--- src/design/klex_pkg.sv ---
package klex_pkg;

  localparam int unsigned VALUE_BITS = 31;
  // Level bounds reach limit+1, so counting runs one bit wider.
  localparam int unsigned CNT_BITS   = VALUE_BITS + 1;
  // A bound times ten needs four more bits.
  localparam int unsigned MUL_BITS   = CNT_BITS + 4;

  typedef logic [VALUE_BITS-1:0] value_t;
  typedef logic [CNT_BITS-1:0]   cnt_t;
  typedef logic [MUL_BITS-1:0]   mul_t;

  typedef struct packed {
    logic start;
    cnt_t prefix;
  } cnt_req_t;

  typedef struct packed {
    logic done;
    cnt_t size;
  } cnt_rsp_t;

  // x * 10 as (x << 3) + (x << 1).
  function automatic mul_t times_ten(input cnt_t x);
    mul_t ext;
    ext = {{(MUL_BITS - CNT_BITS){1'b0}}, x};
    return (ext << 3) + (ext << 1);
  endfunction

endpackage

--- src/design/kth_lexicographic_integer.sv ---
// k-th integer of 1..limit in decimal string order, by a walk of the prefix tree.
// Each walk step waits on the shared subtree counter, which counts one tree level
// of the current prefix per cycle.
// Throughput: one transaction at a time; a new one is taken once the result has
// been loaded into the output register, where it may still wait to be taken.
// Reset: asynchronous, active low; clears the sequencer and the output valid.
module kth_lexicographic_integer import klex_pkg::*; (
  input  logic   clk_i,
  input  logic   rst_ni,
  input  logic   in_valid_i,
  output logic   in_ready_o,
  input  value_t limit_i,
  input  value_t rank_i,
  output logic   out_valid_o,
  input  logic   out_ready_i,
  output value_t answer_o,
  output logic   invalid_o
);

  typedef enum logic [1:0] {
    S_IDLE,
    S_WALK,
    S_WAIT,
    S_DONE
  } walk_state_e;

  walk_state_e state_q;
  value_t      limit_q, left_q, answer_q;
  cnt_t        cur_q;
  logic        inv_q, invalid_q, out_valid_q;

  cnt_req_t cnt_req;
  cnt_rsp_t cnt_rsp;
  logic     in_acc, out_load;
  mul_t     cur10;

  assign in_ready_o = (state_q == S_IDLE);
  assign in_acc     = in_valid_i && in_ready_o;
  assign out_load   = (state_q == S_DONE) && (!out_valid_q || out_ready_i);
  assign cur10      = times_ten(cur_q);

  assign cnt_req.start  = (state_q == S_WALK) && (left_q != '0);
  assign cnt_req.prefix = cur_q;

  klex_subtree u_subtree (
    .clk_i (clk_i),
    .rst_ni(rst_ni),
    .lim_i (limit_q),
    .req_i (cnt_req),
    .rsp_o (cnt_rsp)
  );

  always_ff @(posedge clk_i or negedge rst_ni) begin
    if (!rst_ni) begin
      state_q     <= S_IDLE;
      limit_q     <= '0;
      left_q      <= '0;
      cur_q       <= '0;
      inv_q       <= 1'b0;
      answer_q    <= '0;
      invalid_q   <= 1'b0;
      out_valid_q <= 1'b0;
    end else begin
      if (out_load) begin
        out_valid_q <= 1'b1;
        answer_q    <= cur_q[VALUE_BITS-1:0];
        invalid_q   <= inv_q;
      end else if (out_ready_i) begin
        out_valid_q <= 1'b0;
      end

      case (state_q)
        S_IDLE: begin
          if (in_acc) begin
            limit_q <= limit_i;
            if (rank_i == '0 || rank_i > limit_i) begin
              cur_q   <= '0;
              inv_q   <= 1'b1;
              state_q <= S_DONE;
            end else begin
              // prefix 1 itself is the first number
              left_q  <= rank_i - value_t'(1);
              cur_q   <= cnt_t'(1);
              inv_q   <= 1'b0;
              state_q <= S_WALK;
            end
          end
        end
        S_WALK: begin
          state_q <= (left_q == '0) ? S_DONE : S_WAIT;
        end
        S_WAIT: begin
          if (cnt_rsp.done) begin
            if (cnt_rsp.size <= {1'b0, left_q}) begin
              // skip the whole subtree, advance to the next sibling
              left_q <= left_q - cnt_rsp.size[VALUE_BITS-1:0];
              cur_q  <= cur_q + cnt_t'(1);
            end else begin
              // descend to the first child
              left_q <= left_q - value_t'(1);
              cur_q  <= cur10[CNT_BITS-1:0];
            end
            state_q <= S_WALK;
          end
        end
        S_DONE: begin
          if (out_load) begin
            state_q <= S_IDLE;
          end
        end
        default: state_q <= S_IDLE;
      endcase
    end
  end

  assign out_valid_o = out_valid_q;
  assign answer_o    = answer_q;
  assign invalid_o   = invalid_q;

  a_invalid_zero: assert property (@(posedge clk_i) disable iff (!rst_ni)
    out_valid_o && invalid_o |-> answer_o == '0)
    else $error("invalid result carries a nonzero answer");

  a_count_done_in_wait: assert property (@(posedge clk_i) disable iff (!rst_ni)
    cnt_rsp.done |-> state_q == S_WAIT)
    else $error("subtree count finished outside the wait state");

  a_busy_after_accept: assert property (@(posedge clk_i) disable iff (!rst_ni)
    in_acc |=> !in_ready_o)
    else $error("ready right after an accepted transaction");

  a_start_only_walk: assert property (@(posedge clk_i) disable iff (!rst_ni)
    cnt_req.start |=> state_q == S_WAIT)
    else $error("count started without waiting for it");

endmodule

--- src/design/klex_subtree.sv ---
module klex_subtree import klex_pkg::*; (
  input  logic     clk_i,
  input  logic     rst_ni,
  input  value_t   lim_i,
  input  cnt_req_t req_i,
  output cnt_rsp_t rsp_o
);

  typedef enum logic {
    C_IDLE,
    C_RUN
  } cnt_state_e;

  cnt_state_e state_q;
  cnt_t       lo_q, hi_q, total_q;
  logic       done_q;

  cnt_t cap;
  cnt_t top;
  mul_t lo10, hi10, lim_ext;

  assign cap     = {1'b0, lim_i} + cnt_t'(1);
  assign top     = (hi_q < cap) ? hi_q : cap;
  assign lo10    = times_ten(lo_q);
  assign hi10    = times_ten(hi_q);
  assign lim_ext = {{(MUL_BITS - VALUE_BITS){1'b0}}, lim_i};

  // One level of the prefix subtree per cycle.
  always_ff @(posedge clk_i or negedge rst_ni) begin
    if (!rst_ni) begin
      state_q <= C_IDLE;
      lo_q    <= '0;
      hi_q    <= '0;
      total_q <= '0;
      done_q  <= 1'b0;
    end else begin
      done_q <= 1'b0;
      case (state_q)
        C_IDLE: begin
          if (req_i.start) begin
            lo_q    <= req_i.prefix;
            hi_q    <= req_i.prefix + cnt_t'(1);
            total_q <= '0;
            state_q <= C_RUN;
          end
        end
        C_RUN: begin
          if (lo_q < cap) begin
            total_q <= total_q + (top - lo_q);
            if (lo10 > lim_ext) begin
              // next level starts above the limit
              state_q <= C_IDLE;
              done_q  <= 1'b1;
            end else begin
              lo_q <= lo10[CNT_BITS-1:0];
              hi_q <= (hi10 > lim_ext) ? cap : hi10[CNT_BITS-1:0];
            end
          end else begin
            state_q <= C_IDLE;
            done_q  <= 1'b1;
          end
        end
        default: state_q <= C_IDLE;
      endcase
    end
  end

  assign rsp_o.done = done_q;
  assign rsp_o.size = total_q;

endmodule

--- config.mk ---
export PLATFORM = sky130hd
export DESIGN_NAME = kth_lexicographic_integer
export DESIGN_NICKNAME = d
export VERILOG_FILES = /design/src/design/klex_pkg.sv /design/src/design/kth_lexicographic_integer.sv /design/src/design/klex_subtree.sv
export SDC_FILE = /design/constraint.sdc
export NUM_CORES = 1
export LEC_CHECK = 0
export ABC_AREA = 1
export BUFFER_PORTS_ARGS = -buffer_cell sky130_fd_sc_hd__buf_2
export CAP_MARGIN = 20
export CORE_UTILIZATION = 44
export DETAILED_ROUTE_END_ITERATION = 10
export GPL_ROUTABILITY_DRIVEN = 0
export HOLD_SLACK_MARGIN = 0.12
export PLACE_DENSITY = 0.59
export SLEW_MARGIN = 20
export SYNTH_ARGS = -nofsm -noshare
export SYNTH_HDL_FRONTEND = slang
export SYNTH_SLANG_ARGS = --single-unit
export TNS_END_PERCENT = 100
--- constraint.sdc ---
create_clock -name clk_i -period 6.65 [get_ports clk_i]
set_clock_uncertainty 0.2 [all_clocks]
set_input_delay 0.665 -clock clk_i [delete_from_list [all_inputs] [get_ports clk_i]]
set_output_delay 0.665 -clock clk_i [all_outputs]
set_load 0.02 [all_outputs]
==> impl_metrics.yaml, run 1 <==
global_route:
  grt_pass1_wl_um: 143000
  grt_start_max_net_pins: 140
  antenna_found_initial: 0
  gr-usage-met2_pct: 51.7
  grt_pass1_vias: 25200
  grtUsageTotal_pct: 30.5
  use_met3_pct: 2.52
  overflow: 0
  top_usage_layer: "met2"
  met1_usage_pct: 40.7
clock_tree:
  h-tree-depth: 1
  root_buffer: "clkbuf_16"
  cts_sinks: 228
  clock_latency_ns: 0.62
  path_clk_slew_ns: 0.07
  cts_tree: "done"
  cts_buffers: 31
  clk_path_buf_depth: 3
layout:
  n_fill_cell: 5967
  area_delta_synth_final_pct: 12.5
  final_cells: 4726
  diodes: 0
  drive_above_1_share_pct: 8.94
  fin_nets: 4370
  final_area_mm2: 0.0289
detailed_routing:
  vias: 26100
  firstDrtPassIters: 6
  drt-total-wl_um: 91500
  drtIter0Drc: 1899
  avgRoutedWirePerCell_um: 19.4
  antenna_left: 0
  vias_per_cell: 5.52
  drc: 0
worst_setup_path:
  cp_slowest_cell: "fa_1"
  cpMostUsedCell: "nand2_1"
  r2r-start: "limit_q[0]"
  regToRegEndpoint: "u_subtree.total_q[23]"
  cp-startpoint: "limit_q[0]"
  reg2reg_depth: 37
  worst_setup_path_end_kind: "register"
  endpoint: "u_subtree.total_q[23]"
  crit_arrival_ns: 6.56
  slowest_delay_ns: 0.56
  cp.required_ns: 6.93
  critPathKind: "reg -> reg"
  cp-start-kind: "register"
  critPathMaxFanout: 6
  rrSetupSlack_ns: 0.37
die:
  design.die.area_mm2: 0.0594
  die_h_um: 244
  num_io_pins: 100
  rows: 88
  coreArea_mm2: 0.0577
  initial_core_util_pct: 44.5
  die_x_um: 244
yosys:
  postSynthAreaPerCell_um2: 6.78
  synth-main-ff-cell: "dfrtp_1"
  synth_warnings: 0
  synth-async-reset-ratio_pct: 100
  syn_nets: 4224
  synth_area_mm2: 0.0257
  ys_ff_latch: 228
  synth_cell_types: 58
  synth_edf_count: 0
  ys_seq_area_share_pct: 22.2
  synthCells: 3790
placement:
  dp_cells: 4656
  pre_cts_ws_ns: 0.0609
  placed_area_mm2: 0.0275
  io_buffers: 99
  dp_hpwl_um: 74300
timing:
  fin_crit_ns: 6.28
  min_period_over_period_pct: 94.4
  worst_pin_slew_ns: 1.06
  slew_headroom_pct: 28.7
  rsz0062_at_grt: "false"
  report.final.slew_viol_count: 0
  setup_violations: 0
  setup_tns_ns: 0
  finalHoldViolCount: 0
  fmax_mhz: 159
  setup_ws_ns: 0.371
min_path:
  hold_path_startpoint: "limit_i[0]"
  hold_class: "in -> reg"
status:
  status: "finished, final reports clean"
run:
  maxCapViolCount: 0
cell type report:
| class | count | area [um2] | area share, % |
|---|---|---|---|
| well taps | 765 | 957 | 3.31 |
| inverters | 471 | 1770 | 6.11 |
| repair buffers | 206 | 1350 | 4.67 |
| clock buffers | 38 | 842 | 2.91 |
| multi-input cells | 2998 | 18000 | 62.2 |
| clock inverters | 20 | 317 | 1.09 |
| flip-flops and latches | 228 | 5710 | 19.7 |
worst min-delay path by stage:
stage | end | slack, ns | depth (start not counted)
after floorplan | answer_o[0] | 0.17 | 0
after global placement | answer_o[21] | 0.27 | 2
after detailed placement | answer_o[19] | 0.27 | 2
after CTS | limit_q[0] | 0.15 | 3
after global routing | state_q[1] | 0.20 | 3
final | limit_q[0] | 0.17 | 3
repair_timing:
| action | CTS | global route |
|---|---|---|
| endpoints found under the hold margin | 90 | 0 |
| hold buffers | 2 | 0 |
| setup buffers | 0 | 9 |
| resized for setup | 0 | 42 |
| endpoints found under the setup margin | 0 | 21 |
synth_stat cells (15+ instances only):
cell / n / area, um2
nand2_1: 957 / 3590
xor2_1: 131 / 1150
nor3_1: 62 / 310
a21oi_1: 320 / 1600
a21o_1: 20 / 150
nor4_1: 32 / 200
clkbuf_1: 58 / 218
o211ai_1: 19 / 143
o21bai_1: 18 / 135
inv_1: 463 / 1740
o21ai_1: 33 / 165
fa_1: 35 / 701
buf_2: 15 / 75.1
xnor2_1: 45 / 394
ha_1: 333 / 4170
a31oi_1: 16 / 100
nand3_1: 209 / 1050
or2_2: 26 / 163
dfrtp_1: 228 / 5710
nor2_1: 260 / 976
o21ai_0: 323 / 1620
nand4_1: 51 / 319
routing by layer:
metal,wire (um),vias to the layer above
met5,0,-
met4,3450,0
met3,5880,150
met2,42400,839
met1,39700,12100
li1,-,13000
worst max-delay path, delay by kind of cell, from the launching register on:
family	cells	cell delay [ns]
DFF	1	0.37
adders and majority gates	4	1.23
and+or+nand+nor	17	2.17
xor gates and xnor gates	1	0.24
AOI/OAI and AO/OA	9	1.04
buffers and inverters	6	0.87
state kept, by name, summed over array words and instances (netlist names):
register / count
answer_o: 31
limit_q: 31
u_subtree.total_q: 32
invalid_o: 1
u_subtree.state_q: 1
cur_q: 32
out_valid_o: 1
u_subtree.hi_q: 32
u_subtree.lo_q: 32
u_subtree.done_q: 1
left_q: 31
state_q: 2
inv_q: 1
stage by stage:
stage                     utilization, %  hold WS (ns)
after floorplan                        -         0.169
after global placement              47.6         0.266
after detailed placement            47.6         0.272
after CTS                           49.6         0.150
after global routing                50.1         0.199
final                               50.1         0.173
cells by family (layout without fill, tap and decap cells):
| group | count (synthesis) | in the layout | synth area share, % |
|---|---|---|---|
| fa+ha+maj | 368 | 368 | 18.9 |
| flops | 228 | 228 | 22.2 |
| simple gates | 1633 | 1634 | 26.9 |
| compound gates | 820 | 820 | 17.3 |
| xor+xnor | 176 | 176 | 6.00 |
| buf+inv | 565 | 735 | 8.66 |
cells in the final DEF, fill, tap and decap left out, drive strengths merged, types with 20 or more instances in the layout:
| cell type | instances |
|---|---|
| a21o | 20 |
| a21oi | 320 |
| buf | 204 |
| clkbuf | 38 |
| dfrtp | 228 |
| fa | 35 |
| ha | 333 |
| inv | 471 |
| nand2 | 965 |
| nand3 | 214 |
| nand4 | 51 |
| nor2 | 265 |
| nor3 | 64 |
| nor4 | 32 |
| o21ai | 356 |
| or2 | 28 |
| xnor2 | 45 |
| xor2 | 131 |
Power of run 1 is not shown: default switching activity piles up to over one toggle a cycle in this logic, so the estimate is an artifact.
==> inputs of run 2 (changes only) <==
- PLACE_DENSITY: 0.59 -> unset
==> run 2 against run 1 <==
Against the previous run: final cell count shrank 0.40%; hold slack worse by 0.015 ns; fmax fell by 1.4%; non-clock buffer count down 17; utilization is 0.23 points lower; critical path depth fell by 1.
==> impl_metrics.yaml, run 2 (synthesis results as in run 1) <==
worst_setup_path:
  cp-start-kind: "register"
  cpMostUsedCell: "nand2_1"
  cp.required_ns: 6.89
  critPathKind: "reg -> reg"
  reg2reg_depth: 36
  r2r-start: "limit_q[1]"
  regToRegEndpoint: "u_subtree.total_q[19]"
  slowest_delay_ns: 0.49
  endpoint: "u_subtree.total_q[19]"
  cp-startpoint: "limit_q[1]"
  rrSetupSlack_ns: 0.28
  cp_slowest_cell: "fa_1"
  crit_arrival_ns: 6.61
  critPathMaxFanout: 7
  worst_setup_path_end_kind: "register"
layout:
  drive_above_1_share_pct: 8.73
  n_fill_cell: 5947
  layout_common_cells: "nand2_1, inv_1, ha_1"
  layout_commonest_cell: "nand2_1"
  multiInputGateArea_mm2: 0.0180
  seq_area_mm2: 0.00571
  final_area_mm2: 0.0288
  fin_nets: 4352
  utilization_pct: 49.9
  diodes: 0
  area_delta_synth_final_pct: 12.0
die:
  design.die.area_mm2: 0.0594
  coreArea_mm2: 0.0577
  die_h_um: 244
  initial_core_util_pct: 44.5
  rows: 88
  num_io_pins: 100
  die_x_um: 244
timing:
  worst_pin_slew_ns: 1.10
  fin_crit_ns: 6.37
  slew_headroom_pct: 26.2
  min_period_over_period_pct: 95.8
  finalHoldViolCount: 0
  setup_violations: 0
  report.final.slew_viol_count: 0
  fmax_mhz: 157
detailed_routing:
  vias_per_cell: 5.51
  firstDrtPassIters: 5
  drtIter0Drc: 1915
  vias: 25900
  antenna_left: 0
  drc: 0
  drt-total-wl_um: 91700
  avgRoutedWirePerCell_um: 19.5
global_route:
  grtUsageTotal_pct: 30.5
  grt_pass1_vias: 25100
  overflow: 0
  grt_pass1_wl_um: 142000
  antenna_found_initial: 1
  grt_start_max_net_pins: 134
clock_tree:
  h-tree-depth: 1
  path_clk_slew_ns: 0.06
  clock_latency_ns: 0.59
  root_buffer: "clkbuf_16"
  cts_sinks: 228
  cts_buffers: 30
  clk_path_buf_depth: 3
  cts_tree: "done"
placement:
  placed_area_mm2: 0.0274
  dp_hpwl_um: 73900
  io_buffers: 99
run:
  maxCapViolCount: 0
status:
  status: "finished, final reports clean"
min_path:
  hold_class: "in -> reg"
[run 2: critical path, delay by kind of cell, from the launching register on]
kind                     cells  cell delay, ns
flip-flops                   1            0.40
AND/OR/NAND/NOR             16            2.15
adder cells (fa/ha/maj)      3            1.12
AO/OA/AOI/OAI                9            1.34
buffers and inverters        7            0.84
XOR/XNOR                     1            0.17
[run 2: through the flow]
stage	setup TNS, ns	hold slack, ns	worst slack [ns]	std cells
after floorplan	0	0.169	0.531	3790
after global placement	0	0.267	0.181	4641
after detailed placement	0	0.272	0.144	4641
after CTS	0	0.144	0.108	4698
after global routing	-0.588	0.205	-0.101	4707
final	0	0.158	0.280	4707
[run 2: area by class of cell]
class	instances	area share, %
multi-input cells	2998	62.6
clock buffers	42	3.12
repair buffers	189	4.24
flip-flops and latches	228	19.8
inverters	471	6.14
clock inverters	14	0.774
well taps	765	3.33
[run 2: what timing repair did]
action	4_1_cts	5_1_grt
hold endpoints to repair	95	0
resized for setup	0	55
setup buffers	0	8
hold buffers	1	0
endpoints found under the setup margin	0	21
[run 2: how the worst min path moves through the flow]
| stage | from | end | slack, ns | cells after the start |
|---|---|---|---|---|
| 2_1_floorplan | rst_ni | answer_o[0] | 0.17 | 0 |
| 3_3_place_gp | answer_o[10] | answer_o[10] | 0.27 | 2 |
| 3_5_place_dp | answer_o[12] | answer_o[12] | 0.27 | 2 |
| 4_1_cts | out_ready_i | out_valid_o | 0.14 | 4 |
| 5_1_grt | out_ready_i | out_valid_o | 0.21 | 4 |
| 6_report | out_ready_i | out_valid_o | 0.16 | 4 |
[run 2: per-layer routing]
layer	global-route usage [%]	up-vias	part of all wire, %
met1	40.6	12000	44
li1	-	13000	-
met5	0	-	0
met3	2.83	165	6.0
met4	11.0	0	4.0
met2	51.2	791	46
Power of run 2 is left out for the same reason.
==> inputs of run 3 (changes only) <==
- clock period: 6.65 -> 7.57 ns (I/O delays scaled with it)
==> run 3 against run 2 <==
Against the previous run: hold slack improved by 0.076 ns; highest routed layer unchanged; worst setup slack improved by 0.38 ns; utilization decreased by 1.3 points; critical path depth unchanged.
==> impl_metrics.yaml, run 3 (synthesis results as in run 1) <==
global_route:
  grt_pass1_wl_um: 140000
  grt_start_max_net_pins: 120
  antenna_found_initial: 1
  overflow: 0
  grtUsageTotal_pct: 30.1
  grt_pass1_vias: 24800
die:
  die_x_um: 244
  initial_core_util_pct: 44.5
  coreArea_mm2: 0.0577
  rows: 88
  design.die.area_mm2: 0.0594
  die_h_um: 244
  num_io_pins: 100
worst_setup_path:
  cpMostUsedCell: "nand2_1"
  cp-start-kind: "register"
  worst_setup_path_end_kind: "register"
  cp.depth: 36
  cp-startpoint: "limit_q[3]"
  slowest_delay_ns: 0.53
  r2r-start: "limit_q[3]"
  crit_arrival_ns: 7.17
  critPathKind: "reg -> reg"
  crit_buf_inv: 3
  cp_slowest_cell: "fa_1"
  rrSetupSlack_ns: 0.66
  critPathMaxFanout: 11
  regToRegEndpoint: "u_subtree.total_q[24]"
  cp.required_ns: 7.82
  cp_top_family: "simple AND/OR/NAND/NOR gates"
  reg2reg_depth: 36
clock_tree:
  cts_sinks: 228
  h-tree-depth: 1
  root_buffer: "clkbuf_16"
  clock_latency_ns: 0.61
  path_clk_slew_ns: 0.06
  post_cts_buffers: 0
  cts_buffers: 31
  clk_path_buf_depth: 3
  cts_tree: "done"
placement:
  dp_cells: 4586
  pre_cts_ws_ns: 0.411
  dp_hpwl_um: 72600
  io_buffers: 99
timing:
  finalHoldViolCount: 0
  report.final.slew_viol_count: 0
  setup_tns_ns: 0
  whs_ns: 0.234
  setup_ws_ns: 0.659
  slew_headroom_pct: 28.2
  fin_crit_ns: 6.91
  fmax_mhz: 145
  min_period_over_period_pct: 91.3
  worst_pin_slew_ns: 1.08
  rsz0062_at_grt: "false"
  setup_violations: 0
min_path:
  hold_class: "in -> reg"
  hold_depth: 4
  whs_endpoint: "out_valid_o"
  hold_path_startpoint: "out_ready_i"
layout:
  final_cells: 4643
  fin_nets: 4290
  diodes: 0
  area_delta_synth_final_pct: 9.07
  layout_common_cells: "nand2_1, inv_1, ha_1"
  layout_commonest_cell: "nand2_1"
  drive_above_1_share_pct: 6.27
detailed_routing:
  drc: 0
  vias: 25600
  drtIter0Drc: 1933
  vias_per_cell: 5.51
  antenna_left: 0
  avgRoutedWirePerCell_um: 19.2
  drt-total-wl_um: 89200
  firstDrtPassIters: 6
run:
  maxCapViolCount: 0
status:
  status: "finished, final reports clean"
## run 3: cell count changes in the layout (fill, tap and decap cells not counted), moves of 3 or more
cell,delta
bufinv_16,-3
clkbuf_1,+3
a21oi_2,-10
nor2_2,-7
nor2_1,+7
clkbuf_8,-3
ha_1,+8
ha_4,-7
o21ai_1,-4
o21ai_0,+6
a21oi_1,+11
buf_4,-61
## run 3: how the worst max path moves through the flow
stage and end:
2_1_floorplan u_subtree.total_q[24], 4_1_cts u_subtree.total_q[24], 5_1_grt u_subtree.total_q[24], 3_3_place_gp u_subtree.total_q[24], 3_5_place_dp u_subtree.total_q[24], 6_report u_subtree.total_q[24]
## run 3: repair_timing
action	CTS	global route
endpoints found under the setup margin	0	6
endpoints found under the hold margin	109	0
gates resized for setup	0	6
hold buffers	1	0
## run 3: layer usage
| metal | wire length, um | global-route usage (%) | share of wire (%) | vias to the layer above |
|---|---|---|---|---|
| met4 | 3230 | 10.1 | 3.6 | 0 |
| li1 | - | - | - | 12800 |
| met1 | 39400 | 40.6 | 44 | 11800 |
| met2 | 41200 | 50.1 | 46 | 774 |
| met3 | 5420 | 2.81 | 6.1 | 139 |
| met5 | 0 | 0 | 0 | - |
## run 3: final cells by class
type	count	area, um2
sequential	228	5710
multi-input combinational	2997	17800
inverter	471	1770
timing repair buffer	127	761
clock inverter	13	165
clock buffer	42	867
tap	765	957
fill	6064	29700
## run 3: worst reg2reg max path: cells and delay by family, from the launching register on
| kind | cells | cell delay (ns) |
|---|---|---|
| XOR/XNOR | 1 | 0.15 |
| adder cells (fa/ha/maj) | 3 | 1.29 |
| buffers and inverters | 3 | 0.31 |
| AND/OR/NAND/NOR | 20 | 2.85 |
| AO/OA/AOI/OAI | 9 | 1.60 |
| flip-flops | 1 | 0.38 |
## run 3: stage by stage
step	cell area [um2]	util, %
detailed placement	27000	46.7
global placement	27000	46.7
floorplan	25700	-
global route	28000	48.6
CTS	28000	48.5
finish	28000	48.6
Power of run 3 is left out for the same reason.
